--- src/design/eptmr_pkg.sv ---
package eptmr_pkg;

  // Function codes of an input request.
  localparam logic [1:0] FUNC_TRIGGER = 2'd0;
  localparam logic [1:0] FUNC_EDGE    = 2'd1;
  localparam logic [1:0] FUNC_TICK    = 2'd2;

  // Configuration register indexes.
  localparam logic [1:0] CFG_BOTTOM = 2'd0;
  localparam logic [1:0] CFG_TOP    = 2'd1;
  localparam logic [1:0] CFG_MODE   = 2'd2;

  // Capture phases.
  localparam logic [1:0] PH_IDLE  = 2'd0;
  localparam logic [1:0] PH_ARMED = 2'd1;
  localparam logic [1:0] PH_WAIT  = 2'd2;

  // Report kinds.
  localparam logic REPORT_DIST = 1'b0;
  localparam logic REPORT_PCT  = 1'b1;

  // Report modes.
  localparam logic MODE_DIST = 1'b0;

  // Scaling constants: distance is measurement * 34 / 25.
  localparam logic [5:0]  DIST_MUL     = 6'd34;
  localparam logic [15:0] DIST_DIV     = 16'd25;
  localparam logic [13:0] PCT_SCALE    = 14'd10000;
  localparam logic [15:0] CHANGE_LIMIT = 16'd5;

  // Shared divider: dividend width and two quotient bits per cycle.
  localparam int DIVIDEND_W = 30;
  localparam int DIV_STEPS  = DIVIDEND_W / 2;
  localparam int STEP_W     = 4;

  // Sequencer states.
  typedef enum logic [6:0] {
    S_IDLE    = 7'b0000001,
    S_SCAN    = 7'b0000010,
    S_MEAN    = 7'b0000100,
    S_CHECK   = 7'b0001000,
    S_DIV     = 7'b0010000,
    S_PCT_MUL = 7'b0100000,
    S_OUT     = 7'b1000000
  } state_t;

endpackage

--- src/design/echo_pulse_trimmed_mean_ranger_core.sv ---
// Ultrasonic echo ranger. A trigger request arms capture, the next echo edge stamps the
// pulse start and the one after it gives the pulse width. Every fourth width, the widths
// are scanned one per cycle, the largest and smallest are dropped and the other two
// averaged, and if the new measurement moved by more than 5 counts a report is made;
// a tick request reports without that check. In percent mode a report is made only when
// the distance lies strictly between the bottom and top levels. Distance and percent
// values come from one shared restoring divider that retires two quotient bits per cycle.
// A percent report adds a multiply state and a second division. Input is stalled while
// an item is being worked on; the output register lets the next request enter while a
// report waits.
module echo_pulse_trimmed_mean_ranger_core #(
  parameter int TIMER_WIDTH = 16
) (
  input  logic        clk,
  input  logic        rst,
  // Configuration write port.
  input  logic        cfg_write,
  input  logic [1:0]  cfg_index,
  input  logic [15:0] cfg_data,
  // Input request channel.
  input  logic        in_valid,
  output logic        in_stall,
  input  logic [1:0]  func,
  input  logic [15:0] capture_time,
  // Report channel.
  output logic        out_valid,
  input  logic        out_stall,
  output logic        report_kind,
  output logic [15:0] report_value
);

  import eptmr_pkg::*;

  // Width differences keep only the timer's bits, at most sixteen.
  localparam int          DIFF_BITS = (TIMER_WIDTH < 16) ? TIMER_WIDTH : 16;
  localparam logic [15:0] DIFF_MASK = 16'((17'd1 << DIFF_BITS) - 17'd1);

  state_t      state;
  logic [15:0] bottom_level;
  logic [15:0] top_level;
  logic        report_mode;
  logic [1:0]  capture_phase;
  logic [15:0] start_stamp;
  logic [15:0] pulse_widths [4];
  logic [1:0]  sample_slot;
  logic [15:0] measurement;
  logic [15:0] last_reported;

  // Scan accumulators.
  logic [1:0]  scan_idx;
  logic [17:0] scan_sum;
  logic [15:0] scan_max;
  logic [15:0] scan_min;

  // Divider registers.
  logic [DIVIDEND_W-1:0] quo;
  logic [15:0]           rem;
  logic [15:0]           divisor;
  logic [STEP_W-1:0]     div_count;
  logic                  pct_pass;
  logic [15:0]           dist_keep;

  logic [15:0] width_raw;
  logic [15:0] width_val;
  logic [15:0] scan_word;
  logic [17:0] trim_sum;
  logic [15:0] delta;
  logic [21:0] dist_prod;
  logic [15:0] dist_off;
  logic [29:0] pct_prod;
  logic [16:0] r1;
  logic [16:0] r1s;
  logic [16:0] r2;
  logic [16:0] r2s;
  logic        ge1;
  logic        ge2;
  logic [DIVIDEND_W-1:0] quo_step;
  logic [15:0]           dist_sat;
  logic                  in_range;
  logic                  out_free;
  logic                  res_kind;
  logic [15:0]           res_value;

  assign in_stall = (state != S_IDLE);
  assign out_free = !out_valid || !out_stall;

  // Pulse width and the scan's current entry.
  assign width_raw = capture_time - start_stamp;
  assign width_val = width_raw & DIFF_MASK;
  assign scan_word = pulse_widths[scan_idx];

  // Dropping one maximum and one minimum leaves the middle pair.
  assign trim_sum = scan_sum - {2'd0, scan_max} - {2'd0, scan_min};

  // Change size against the last change report.
  assign delta = (measurement > last_reported) ? (measurement - last_reported)
                                               : (last_reported - measurement);

  // Products feeding the divider.
  assign dist_prod = {6'd0, measurement} * {16'd0, DIST_MUL};
  assign dist_off  = dist_keep - bottom_level;
  assign pct_prod  = {14'd0, dist_off} * {16'd0, PCT_SCALE};

  // Two restoring division steps per cycle.
  always_comb begin
    r1       = {rem, quo[DIVIDEND_W-1]};
    ge1      = (r1 >= {1'b0, divisor});
    r1s      = ge1 ? (r1 - {1'b0, divisor}) : r1;
    r2       = {r1s[15:0], quo[DIVIDEND_W-2]};
    ge2      = (r2 >= {1'b0, divisor});
    r2s      = ge2 ? (r2 - {1'b0, divisor}) : r2;
    quo_step = {quo[DIVIDEND_W-3:0], ge1, ge2};
  end

  // Distance saturates at the top of sixteen bits.
  assign dist_sat = (|quo_step[DIVIDEND_W-1:16]) ? 16'hFFFF : quo_step[15:0];
  assign in_range = (dist_sat > bottom_level) && (dist_sat < top_level);

  // Sequencer, capture state and the shared divider.
  always_ff @(posedge clk) begin
    if (rst) begin
      state         <= S_IDLE;
      bottom_level  <= 16'd0;
      top_level     <= 16'hFFFF;
      report_mode   <= MODE_DIST;
      capture_phase <= PH_IDLE;
      start_stamp   <= 16'd0;
      sample_slot   <= 2'd0;
      measurement   <= 16'd0;
      last_reported <= 16'd0;
      out_valid     <= 1'b0;
    end else begin
      if (cfg_write) begin
        case (cfg_index)
          CFG_BOTTOM: bottom_level <= cfg_data;
          CFG_TOP:    top_level    <= cfg_data;
          CFG_MODE:   report_mode  <= cfg_data[0];
          default:    ;
        endcase
      end

      // Output register: load a finished report, or drop an accepted one.
      if ((state == S_OUT) && out_free) begin
        out_valid <= 1'b1;
      end else if (out_valid && !out_stall) begin
        out_valid <= 1'b0;
      end

      case (state)
        S_IDLE: begin
          if (in_valid) begin
            case (func)
              FUNC_TRIGGER: capture_phase <= PH_ARMED;
              FUNC_EDGE: begin
                if (capture_phase == PH_ARMED) begin
                  start_stamp   <= capture_time;
                  capture_phase <= PH_WAIT;
                end else if (capture_phase == PH_WAIT) begin
                  pulse_widths[sample_slot] <= width_val;
                  capture_phase <= PH_IDLE;
                  sample_slot   <= sample_slot + 2'd1;
                  if (sample_slot == 2'd3) begin
                    scan_idx <= 2'd0;
                    scan_sum <= 18'd0;
                    state    <= S_SCAN;
                  end
                end
              end
              FUNC_TICK: begin
                quo       <= {8'd0, dist_prod};
                rem       <= 16'd0;
                divisor   <= DIST_DIV;
                div_count <= '0;
                pct_pass  <= 1'b0;
                state     <= S_DIV;
              end
              default: ;
            endcase
          end
        end

        S_SCAN: begin
          scan_sum <= scan_sum + {2'd0, scan_word};
          if ((scan_idx == 2'd0) || (scan_word >= scan_max)) begin
            scan_max <= scan_word;
          end
          if ((scan_idx == 2'd0) || (scan_word <= scan_min)) begin
            scan_min <= scan_word;
          end
          scan_idx <= scan_idx + 2'd1;
          if (scan_idx == 2'd3) begin
            state <= S_MEAN;
          end
        end

        S_MEAN: begin
          measurement <= trim_sum[16:1];
          state       <= S_CHECK;
        end

        S_CHECK: begin
          if (delta > CHANGE_LIMIT) begin
            last_reported <= measurement;
            quo       <= {8'd0, dist_prod};
            rem       <= 16'd0;
            divisor   <= DIST_DIV;
            div_count <= '0;
            pct_pass  <= 1'b0;
            state     <= S_DIV;
          end else begin
            state <= S_IDLE;
          end
        end

        S_DIV: begin
          quo       <= quo_step;
          rem       <= r2s[15:0];
          div_count <= div_count + 1'b1;
          if (div_count == STEP_W'(DIV_STEPS - 1)) begin
            if (pct_pass) begin
              res_kind  <= REPORT_PCT;
              res_value <= quo_step[15:0];
              state     <= S_OUT;
            end else if (report_mode == MODE_DIST) begin
              res_kind  <= REPORT_DIST;
              res_value <= dist_sat;
              state     <= S_OUT;
            end else if (in_range) begin
              dist_keep <= dist_sat;
              state     <= S_PCT_MUL;
            end else begin
              state <= S_IDLE;
            end
          end
        end

        S_PCT_MUL: begin
          quo       <= pct_prod;
          rem       <= 16'd0;
          divisor   <= top_level - bottom_level;
          div_count <= '0;
          pct_pass  <= 1'b1;
          state     <= S_DIV;
        end

        S_OUT: begin
          if (out_free) begin
            report_kind  <= res_kind;
            report_value <= res_value;
            state        <= S_IDLE;
          end
        end

        default: state <= S_IDLE;
      endcase
    end
  end

  // A percent report never reaches one hundred percent.
  a_pct_range: assert property (@(posedge clk) disable iff (rst)
    (out_valid && (report_kind == REPORT_PCT)) |-> (report_value < 16'd10000))
    else $error("percent report out of range");

  // The partial remainder stays below the divisor while dividing.
  a_rem_bound: assert property (@(posedge clk) disable iff (rst)
    (state == S_DIV) |-> ((rem < divisor) && (divisor != 16'd0)))
    else $error("divider remainder not below a nonzero divisor");

  // The scan visits all four widths before the mean is formed.
  a_scan_len: assert property (@(posedge clk) disable iff (rst)
    ((state == S_SCAN) && (scan_idx != 2'd3)) |=> (state == S_SCAN))
    else $error("width scan ended early");

  // A waiting report is not replaced by a new one.
  a_out_hold: assert property (@(posedge clk) disable iff (rst)
    ((state == S_OUT) && out_valid && out_stall) |=> (state == S_OUT))
    else $error("report issued over a stalled one");

endmodule

--- config.mk ---
export PLATFORM = sky130hd
export DESIGN_NAME = echo_pulse_trimmed_mean_ranger_core
export DESIGN_NICKNAME = d
export VERILOG_FILES = /design/src/design/eptmr_pkg.sv /design/src/design/echo_pulse_trimmed_mean_ranger_core.sv
export SDC_FILE = /design/constraint.sdc
export NUM_CORES = 1
export LEC_CHECK = 0
export BUFFER_PORTS_ARGS = -buffer_cell sky130_fd_sc_hd__buf_2
export CAP_MARGIN = 40
export CORE_ASPECT_RATIO = 0.8
export CORE_MARGIN = 4
export CORE_UTILIZATION = 45
export CTS_BUF_LIST = sky130_fd_sc_hd__clkbuf_4 sky130_fd_sc_hd__clkbuf_8 sky130_fd_sc_hd__clkbuf_16
export DETAILED_ROUTE_END_ITERATION = 6
export GPL_ROUTABILITY_DRIVEN = 0
export HOLD_SLACK_MARGIN = 0.1
export PLACE_DENSITY = 0.67
export SLEW_MARGIN = 40
export SYNTH_ARGS = -nofsm -noshare
export SYNTH_HDL_FRONTEND = slang
export SYNTH_SLANG_ARGS = --single-unit
--- constraint.sdc ---
create_clock -name clk -period 9.3 [get_ports clk]
set_input_delay 0 -clock clk [delete_from_list [all_inputs] [get_ports clk]]
set_output_delay 0 -clock clk [all_outputs]
set_load 0.005 [all_outputs]
### After elaboration in Yosys (flattened, before gate mapping)

Memories as Yosys holds them, arrays and structs flattened. A register that Yosys moved wholly into a read port is not among the register bits.
Cells that the tools add are included.

| storage, ports and cells | value |
|---|---|
| flip-flop bits (word level) | 262 |
| bits of input ports | 41 |
| logic and storage cells | 182 |
| memories | 1 |
| bits in writable memories | 64 |
| output and inout port bits | 19 |

Memory list:

| name | depth | bits a word | rd ports | clocked after memory_dff | wr ports | RTL line | RTL |
|---|---|---|---|---|---|---|---|
| pulse_widths | 4 | 16 | 1 | 1 | 1 | echo_pulse_trimmed_mean_ranger_core.sv:44 | `logic [15:0] pulse_widths [4];` |

| operators by class | value |
|---|---|
| eq/ne operators | 33 |
| reductions and logical operators | 33 |
| bitwise operators | 3 |
| $add $sub $neg | 13 |
| muxes and demuxes | 65 |
| multipliers | 2 |
| $lt $le $gt $ge | 8 |

Operators with widths:

| operator | count |
|---|---|
| $mux 16 | 12 |
| $pmux 30 s4 | 1 |
| $sub 16x16->16 | 7 |
| $mux 18 | 5 |
| $mux 30 | 3 |
| $pmux 16 s4 | 1 |
| $mux 7 | 9 |
| $pmux 7 s7 | 1 |
| $pmux 16 s3 | 1 |
| $pmux 18 s2 | 1 |
| $ge 17x16->1 | 2 |
| $sub 17x16->17 | 2 |
| $gt 16x16->1 | 2 |
| $mul 16x10->26 const B | 1 |
| $mul 16x5->21 const B | 1 |
| $add 18x16->18 | 1 |
| $ge 16x16->1 | 1 |
| $gt 16x3->1 const B | 1 |
| $le 16x16->1 | 1 |
| $lt 16x16->1 | 1 |
| $mux 2 | 8 |
| $ne 2x2->1 const B | 8 |
| $pmux 4 s4 | 1 |
| $reduce_and 5->1 | 3 |
| other kinds (38) | 83 |

### Logic depth before layout (Yosys ltp)

Gate-level depths: netlist of run 1.

| depth | value |
|---|---|
| depth after elaboration | 11 |
| gate-level depth with buffers | 34 |
| gate-level depth less buffers | 34 |

### Worst setup path before layout of run 1

OpenSTA, ideal clock, no wires.

| path | value |
|---|---|
| path type | register -> register |
| start | reg measurement[13] |
| end | reg div_count[0], enable pin |
| required time | 8.780 ns |
| path slack | 2.212 ns |
| stages on the path, launching flop included | 14 |
| data arrival time | 6.568 ns |
| setup time | 0.520 ns |
| cell sequence | dfxtp_1 inv_1 ha_1 and4_4 nand3_4 or4_4 a22oi_4 buf_6 mux2_2 nand4_1 nor3b_1 nor3_1 nor4_1 nor3_1 |

| between the ends | value |
|---|---|
| longest elaborated chain between the ends | 5 |

Ends and longest elaborated chain:

| what | RTL line | RTL |
|---|---|---|
| start, declared | echo_pulse_trimmed_mean_ranger_core.sv:46 | `logic [15:0] measurement;` |
| start signal, assigned | echo_pulse_trimmed_mean_ranger_core.sv:197 | `measurement <= trim_sum[16:1];` |
| $sub 16x16->16 (tied with other cells) | echo_pulse_trimmed_mean_ranger_core.sv:97 | `: (last_reported - measurement);` |
| $mux 16 (*) | echo_pulse_trimmed_mean_ranger_core.sv:96 | `assign delta = (measurement > last_reported) ? (measurement - last_reported)` |
| $gt 16x3->1 (*) | echo_pulse_trimmed_mean_ranger_core.sv:202 | `if (delta > CHANGE_LIMIT) begin` |
| $ne 2x2->1 (no line) (*) | - |  |
| $reduce_and 5->1 (no line) (*) | - |  |
| end signal, assigned | echo_pulse_trimmed_mean_ranger_core.sv:218 | `div_count <= div_count + 1'b1;` |
| end, declared | echo_pulse_trimmed_mean_ranger_core.sv:59 | `logic [STEP_W-1:0] div_count;` |

Mark *: on every way between the ends. The rest lies on a longest branch, timed or not.
A chain may end at the register's enable or synchronous reset.

### Worst setup path after layout of run 1

| path | value |
|---|---|
| start | reg bottom_level[1] |
| end | reg quo[29], data pin |

| between the ends | value |
|---|---|
| longest elaborated chain between the ends | 3 |

Ends and longest elaborated chain:

| what | RTL line | RTL |
|---|---|---|
| start, declared | echo_pulse_trimmed_mean_ranger_core.sv:39 | `logic [15:0] bottom_level;` |
| start signal, assigned | echo_pulse_trimmed_mean_ranger_core.sv:135 | `CFG_BOTTOM: bottom_level <= cfg_data;` |
| $sub 16x16->16 | echo_pulse_trimmed_mean_ranger_core.sv:101 | `assign dist_off = dist_keep - bottom_level;` |
| $mul 16x10->26 | echo_pulse_trimmed_mean_ranger_core.sv:102 | `assign pct_prod = {14'd0, dist_off} * {16'd0, PCT_SCALE};` |
| $pmux 30 s4 | echo_pulse_trimmed_mean_ranger_core.sv:149 | `case (state)` |
| end signal, assigned | echo_pulse_trimmed_mean_ranger_core.sv:170 | `quo <= {8'd0, dist_prod};` |
| end signal, assigned | echo_pulse_trimmed_mean_ranger_core.sv:204 | `quo <= {8'd0, dist_prod};` |
| end signal, assigned | echo_pulse_trimmed_mean_ranger_core.sv:216 | `quo <= quo_step;` |
| end, declared | echo_pulse_trimmed_mean_ranger_core.sv:56 | `logic [DIVIDEND_W-1:0] quo;` |

No other way between the ends.

==> results of run 1 <==
[cell type report]
cell class              instances  area, sq um  area share [%]
clock inverters                15          179           0.672
well taps                     684          856            3.21
diodes                          1         2.50         0.00939
clock buffers                  54         1110            4.16
multi-input cells            1725        13400            50.4
flip-flops and latches        327         8870            33.3
inverters                     297         1110            4.18
repair buffers                141         1080            4.05
[report_power, final]
group	total [W]	switching, W	internal (W)	leakage [nW]
clock network	0.00153	0.000653	0.000876	0.636
registers	0.00176	0.0000704	0.00169	2.83
logic	0.00237	0.00141	0.000957	7.93
[per-stage QoR]
step | hold slack, ns | total power, W | cell area [sq um] | util [%] | worst slack (ns)
floorplan | 0.118 | 0.00355 | 23600 | - | 2.21
global placement | 0.223 | 0.00404 | 24700 | 47.9 | 1.50
detailed placement | 0.227 | 0.00409 | 24700 | 48.0 | 1.35
CTS | 0.176 | 0.00566 | 26600 | 51.7 | 1.26
global route | 0.178 | 0.00606 | 26600 | 51.7 | 0.846
finish | 0.179 | 0.00566 | 26600 | 51.8 | 1.40
[how the worst min path moves through the flow]
stage / startpoint / end / slack [ns] / cells after the start
2_1_floorplan: cfg_data[0] / top_level[0] / 0.12 / 1
3_3_place_gp: cfg_data[10] / top_level[10] / 0.22 / 2
3_5_place_dp: cfg_data[2] / top_level[2] / 0.23 / 2
4_1_cts: cfg_data[2] / top_level[2] / 0.18 / 3
5_1_grt: cfg_data[9] / top_level[9] / 0.18 / 3
6_report: cfg_data[9] / top_level[9] / 0.18 / 3
[cells by family (layout without fill, tap and decap cells)]
logic type,count (synthesis),count (layout)
simple gates,668,668
flops,327,327
fa+ha+maj,367,367
compound gates,516,516
other cells,0,1
buf+inv,359,507
mux,51,51
xor+xnor,123,123
[cell usage after synthesis (5+ instances only)]
cell / n / area share (%)
and2_1: 10 / 0.26
nand4_1: 19 / 0.50
o221ai_1: 8 / 0.30
o31ai_1: 9 / 0.29
xor2_1: 60 / 2.2
xnor2_1: 63 / 2.3
or2_2: 35 / 0.93
o41ai_1: 7 / 0.26
nand2_1: 196 / 3.1
nor2b_1: 31 / 0.82
nor3b_1: 7 / 0.22
mux4_2: 16 / 1.5
nor2_1: 194 / 3.1
nor3_1: 47 / 1.0
a21oi_1: 173 / 3.7
and3_1: 19 / 0.50
mux2i_1: 32 / 1.4
o21bai_1: 18 / 0.57
o21a_1: 24 / 0.76
clkbuf_1: 45 / 0.72
edfxtp_1: 232 / 29
ha_1: 307 / 16
a21o_1: 45 / 1.4
nand3b_1: 9 / 0.29
a21boi_0: 12 / 0.38
a22oi_1: 8 / 0.25
nand2b_1: 20 / 0.53
fa_1: 60 / 5.1
buf_1: 5 / 0.079
nor4_1: 11 / 0.29
or3_1: 11 / 0.29
inv_1: 295 / 4.7
dfxtp_1: 95 / 8.1
nand3_1: 39 / 0.83
a211oi_1: 16 / 0.51
a211o_1: 19 / 0.70
a31oi_1: 11 / 0.29
o21ai_0: 108 / 2.3
o211ai_1: 5 / 0.16
[metal layers]
metal / up-vias / GRT usage (%)
met1: 8926 / 30.3
met5: - / 0
met4: 0 / 4.86
met3: 83 / 3.66
li1: 8757 / -
met2: 561 / 32.7
[registers in the layout, indices dropped and copies added (netlist names), 2 cells and up, named ones only]
signal         cells
bottom_level      16
capture_phase      2
dist_keep         16
div_count          4
divisor           16
last_reported     16
measurement       16
pulse_widths      64
quo               30
rem               16
report_value      16
res_value         16
sample_slot        2
scan_idx           2
scan_max          16
scan_min          16
scan_sum          17
start_stamp       16
state              7
top_level         16
[critical path, delay by kind of cell, from the launching register on]
family	cells	cell delay, ns
and+or+nand+nor	4	1.29
xor gates and xnor gates	1	0.09
buffers and inverters	7	0.53
adders and majority gates	7	2.81
AOI/OAI and AO/OA	12	2.52
DFF	1	0.39
[what timing repair did]
action | in CTS | in global routing
endpoints found under the setup margin | 0 | 0
hold endpoints to repair | 107 | 0
hold buffers | 61 | 0
==> results by group, run 1 <==
Routing
  • TritonRoute pass-1 iters: 5
  • Routed Wire Length: 59,400 um
  • Highest routed layer: met4
  • Antenna Nets Post-Route: 0
  • Wl on met1: 28,100 um
  • Average wire per standard cell: 18.3 um
  • Vias per std cell: 5.65
  • DRC Markers: 0
  • Routed wl met2: 25,900 um
  • DR vias: 18,327
  • DR WL met3: 4140 um
  • 1st-iter DRT viols: 1,313

Logic synthesis
  • FF+latch count, synth: 327
  • Post-Syn Area per Cell: 9.80 sq um
  • Synth Instances: 2,411
  • Synth Area in XOR/XNOR: 4.56%
  • Mux contribution to synthesized area: 3.02%
  • Main combinational cell family by area after synthesis: adder cells
  • Post-Syn Area: 0.0236 sq mm
  • Post-synthesis sequential area ratio: 37.5%
  • Async set-reset flop share out of synthesis: 0%
  • Post-synth EDFFs: 232
  • Primary FF master, synth: edfxtp_1
  • Distinct cells, synth: 86
  • Mapped Nets: 2,819
  • Simple-gate portion of the synthesized area: 13.5%
  • Post-Synth Adder-Cell Area: 21.3%
  • Synth warnings: 0
  • Compound-gate portion of the synthesized area: 14.1%

Global route
  • Total grt overflow: 0
  • Total track usage: 20.8%
  • Initial antenna violation count: 1
  • First-pass GRT wire length: 94,900 um
  • Largest net degree at the start of global routing: 70
  • Number of global-route vias before repair: 18,023

Power and ir drop
  • VDD IR max: 0.160 mV
  • PD cells: 212 mW/mm^2
  • LEAKAGE: 11.4 nW

Clocking
  • Clock net sink count: 327
  • Clk buf depth: 3
  • Total CTS buffers: 38
  • CTS tree: yes
  • Clk Latency, worst-skew pair: 0.59 ns
  • Root Driver: clkbuf_16
  • Setup bufs post-CTS: 0
  • Clock H-tree levels: 2
  • Post-CTS resize count: 0
  • CTS clk-pin slew, worst paths: 0.06 ns

Place
  • DP Cell Count: 3,112
  • Port bufs: 59
  • Hpwl dp: 44,700 um

Die
  • I/O pin count: 60
  • Initial core utilization: 45.9%
  • Die ar.: 0.0562 sq mm
  • Chip Width: 264 um
  • Die Height: 213 um
  • Row cnt: 74
  • Core area: 0.0515 sq mm

Setup path
  • Most used cell, CP: inv_1
  • CP Capture Point: quo[29]
  • Crit path launch: bottom_level[1]
  • RR Startpoint: bottom_level[1]
  • R2R cell count: 31
  • CP max stage cell: fa_1
  • CP max FO: 5
  • CP startpoint kind: register
  • Worst reg-to-reg setup slack: 1.40 ns
  • WP data arrival: 8.22 ns
  • Setup CP Type: reg2reg
  • CP endpoint kind: register
  • Worst path max stage delay: 0.57 ns
  • Worst path required time: 9.62 ns
  • Crit Reg-Reg Endpoint: quo[29]

Timing
  • Fin crit share: 84.9%
  • Worst slew margin: 40.9%
  • Measured slew at the worst slew-check pin: 0.878 ns
  • Final hold vios: 0
  • Total Neg Setup Slack: 0 ns
  • Final setup violating endpoints: 0
  • Final min period: 7.90 ns
  • Slew Limit Fails: 0
  • Fin Clk Skew: 0.0400 ns
  • RSZ-0062 raised after global routing: false
  • Fmax achieved: 0.127 GHz

Finish
  • Layout cell share with drive strength beyond 1: 9.26%
  • Area Overhead vs Synth: 12.8%
  • Most common cell after layout, fill and taps aside: ha_1
  • Final non-filler cell total: 3,244
  • Fillers: 4,629
  • Nets: 2,938
  • Most frequent cells in the layout: 307 x ha_1, 295 x inv_1, 232 x edfxtp_1

Job
  • Max-Cap Viols: 0

Status
  • Outcome: finished, final reports clean

Hold path
  • Hold Path Class: in2reg
Power figures use the tool's default switching activity.
==> run 2: changes to the inputs <==
--- a/config.mk
+++ b/config.mk
@@ -14,7 +14,7 @@
 export DETAILED_ROUTE_END_ITERATION = 6
 export GPL_ROUTABILITY_DRIVEN = 0
 export HOLD_SLACK_MARGIN = 0.1
-export PLACE_DENSITY = 0.67
+export PLACE_DENSITY = 0.69
 export SLEW_MARGIN = 40
 export SYNTH_ARGS = -nofsm -noshare
 export SYNTH_HDL_FRONTEND = slang
==> constraint.sdc (replaced) <==
create_clock -name clk -period 6.72 [get_ports clk]
set_input_delay 0 -clock clk [delete_from_list [all_inputs] [get_ports clk]]
set_output_delay 0 -clock clk [all_outputs]
set_load 0.005 [all_outputs]
==> results by group, run 2 (same netlist as run 1, synthesis figures left out) <==
Routing
  • DR vias: 18,526
  • Routed Wire Length: 59,600 um
  • DRC Markers: 0
  • Antenna Nets Post-Route: 0
  • Vias per std cell: 5.58
  • TritonRoute pass-1 iters: 5
  • 1st-iter DRT viols: 1,502
  • Average wire per standard cell: 17.9 um

Setup path
  • Setup CP Type: reg2reg
  • CP max FO: 3
  • R2R cell count: 34
  • Worst path required time: 6.99 ns
  • WP depth: 34
  • Worst reg-to-reg setup slack: -0.11 ns
  • Critical path's top delay family: adder cells
  • Crit path launch: dist_keep[0]
  • Crit Reg-Reg Endpoint: quo[29]
  • Worst path max stage delay: 0.54 ns
  • WP data arrival: 7.10 ns
  • CP endpoint kind: register
  • CP Capture Point: quo[29]
  • CP startpoint kind: register
  • CP max stage cell: fa_1
  • RR Startpoint: dist_keep[0]
  • Bufs and invs on worst path: 8

Hold path
  • Hold Path Class: in2reg
  • Hold Path Origin: in_valid

Die
  • Core area: 0.0515 sq mm
  • Initial core utilization: 45.9%
  • Chip Width: 264 um
  • Row cnt: 74
  • Die ar.: 0.0562 sq mm
  • I/O pin count: 60
  • Die Height: 213 um

Clocking
  • Clock H-tree levels: 2
  • Clock net sink count: 327
  • CTS tree: yes
  • Clk buf depth: 3
  • CTS clk-pin slew, worst paths: 0.06 ns
  • Clk Latency, worst-skew pair: 0.55 ns
  • Root Driver: clkbuf_16
  • Total CTS buffers: 37

Finish
  • Layout cell share with drive strength beyond 1: 15.5%
  • Largest regs: pulse_widths: 64 flops, quo: 30 flops, scan_sum: 17 flops
  • Final core utilization: 53.6%
  • Nets: 3,016
  • Area Overhead vs Synth: 16.8%
  • Largest register by flop count: pulse_widths
  • Max FFs per register: 64
  • Ant diodes: 0
  • Most frequent cells in the layout: 291 x ha_1, 283 x inv_1, 232 x edfxtp_1
  • Most common cell after layout, fill and taps aside: ha_1

Timing
  • Slack of the critical path: -0.107 ns
  • Total Neg Setup Slack: -0.107 ns
  • Final min period: 6.83 ns
  • Fin Clk Skew: 0.0215 ns
  • Final setup violating endpoints: 1
  • Slew Limit Fails: 0
  • Fin Hold WS: 0.153 ns
  • Fin crit share: 102%
  • Worst slew margin: 46.0%
  • RSZ-0062 raised after global routing: true
  • Final hold vios: 0
  • Fmax achieved: 0.146 GHz
  • Measured slew at the worst slew-check pin: 0.807 ns

Power and ir drop
  • VDD IR max: 0.258 mV
  • Sequential power share: 27.7%
  • Clock Power Share: 23.0%
  • LEAKAGE: 11.8 nW
  • PD cells: 319 mW/mm^2
  • Tot Pwr: 0.00879 W
  • Logic pwr share: 49.3%
  • Sw Ratio: 38.0%
  • Pint: 0.00545 W
  • Psw: 0.00334 W

Global route
  • Total track usage: 20.9%
  • Initial antenna violation count: 0
  • Largest net degree at the start of global routing: 54
  • Number of global-route vias before repair: 18,822
  • First-pass GRT wire length: 96,700 um
  • Total grt overflow: 0

Status
  • Failing checks: setup timing
  • Outcome: complete, but fails checks

Job
  • Max-Cap Viols: 0

Place
  • Hpwl dp: 44,300 um
  • Port bufs: 59
run 2: power groups by stage:
stage / combinational, W / clock (W) / sequential [W]
floorplan: 0.00250 / 0 / 0.00243
global placement: 0.00344 / 0 / 0.00247
detailed placement: 0.00354 / 0 / 0.00247
CTS: 0.00393 / 0.00207 / 0.00243
global route: 0.00475 / 0.00215 / 0.00244
finish: 0.00433 / 0.00203 / 0.00243
run 2: cell type report:
type                            count  area (sq um)
Sequential cell                   327          8870
Timing Repair Buffer              220          1640
Clock buffer                       50          1050
Fill cell                        4485         23900
Tap cell                          684           856
Multi-Input combinational cell   1725         13900
Clock inverter                     18           144
Inverter                          297          1110
run 2: worst min path at each step:
stage                               end  slack, ns  cells past startpoint
after global placement    top_level[12]       0.22                      2
after global routing           state[2]       0.16                      4
after CTS                      state[2]       0.12                      4
after floorplan            top_level[0]       0.12                      1
final                          state[2]       0.15                      4
after detailed placement  top_level[10]       0.23                      2
run 2: metrics by stage:
stage / std cells / area [sq um] / worst slack, ns
2_1_floorplan: 2411 / 23700 / 0.000705
3_3_place_gp: 3177 / 25300 / -0.212
3_5_place_dp: 3179 / 25300 / -0.355
4_1_cts: 3308 / 27300 / -0.127
5_1_grt: 3321 / 27600 / -0.419
6_report: 3321 / 27600 / -0.107
run 2: what timing repair did:
action                                  in CTS  in global routing
setup buffers                               17                 13
endpoints found under the hold margin       97                  0
hold buffers                                44                  0
pin swaps                                   43                 43
gates resized for setup                     52                 51
endpoints found under the setup margin      21                 25
gates cloned                                 0                  0
run 2: metal layers:
layer / vias to the layer above / share of wire, % / wire (um) / GRT usage [%]
li1: 8905 / - / - / -
met1: 8993 / 45 / 26600 / 28.1
met2: 523 / 47 / 28100 / 35.7
met3: 105 / 5.8 / 3480 / 3.09
met4: 0 / 2.5 / 1510 / 5.86
met5: - / 0 / 0 / 0
run 2: worst reg2reg max path, delay by kind of cell (launching register included):
kind                       cells  cell delay (ns)
AOI/OAI and AO/OA             13             1.82
xor gates and xnor gates       2             0.31
adders and majority gates      8             2.79
buffers and inverters          8             0.42
DFF                            1             0.36
and+or+nand+nor                3             0.88
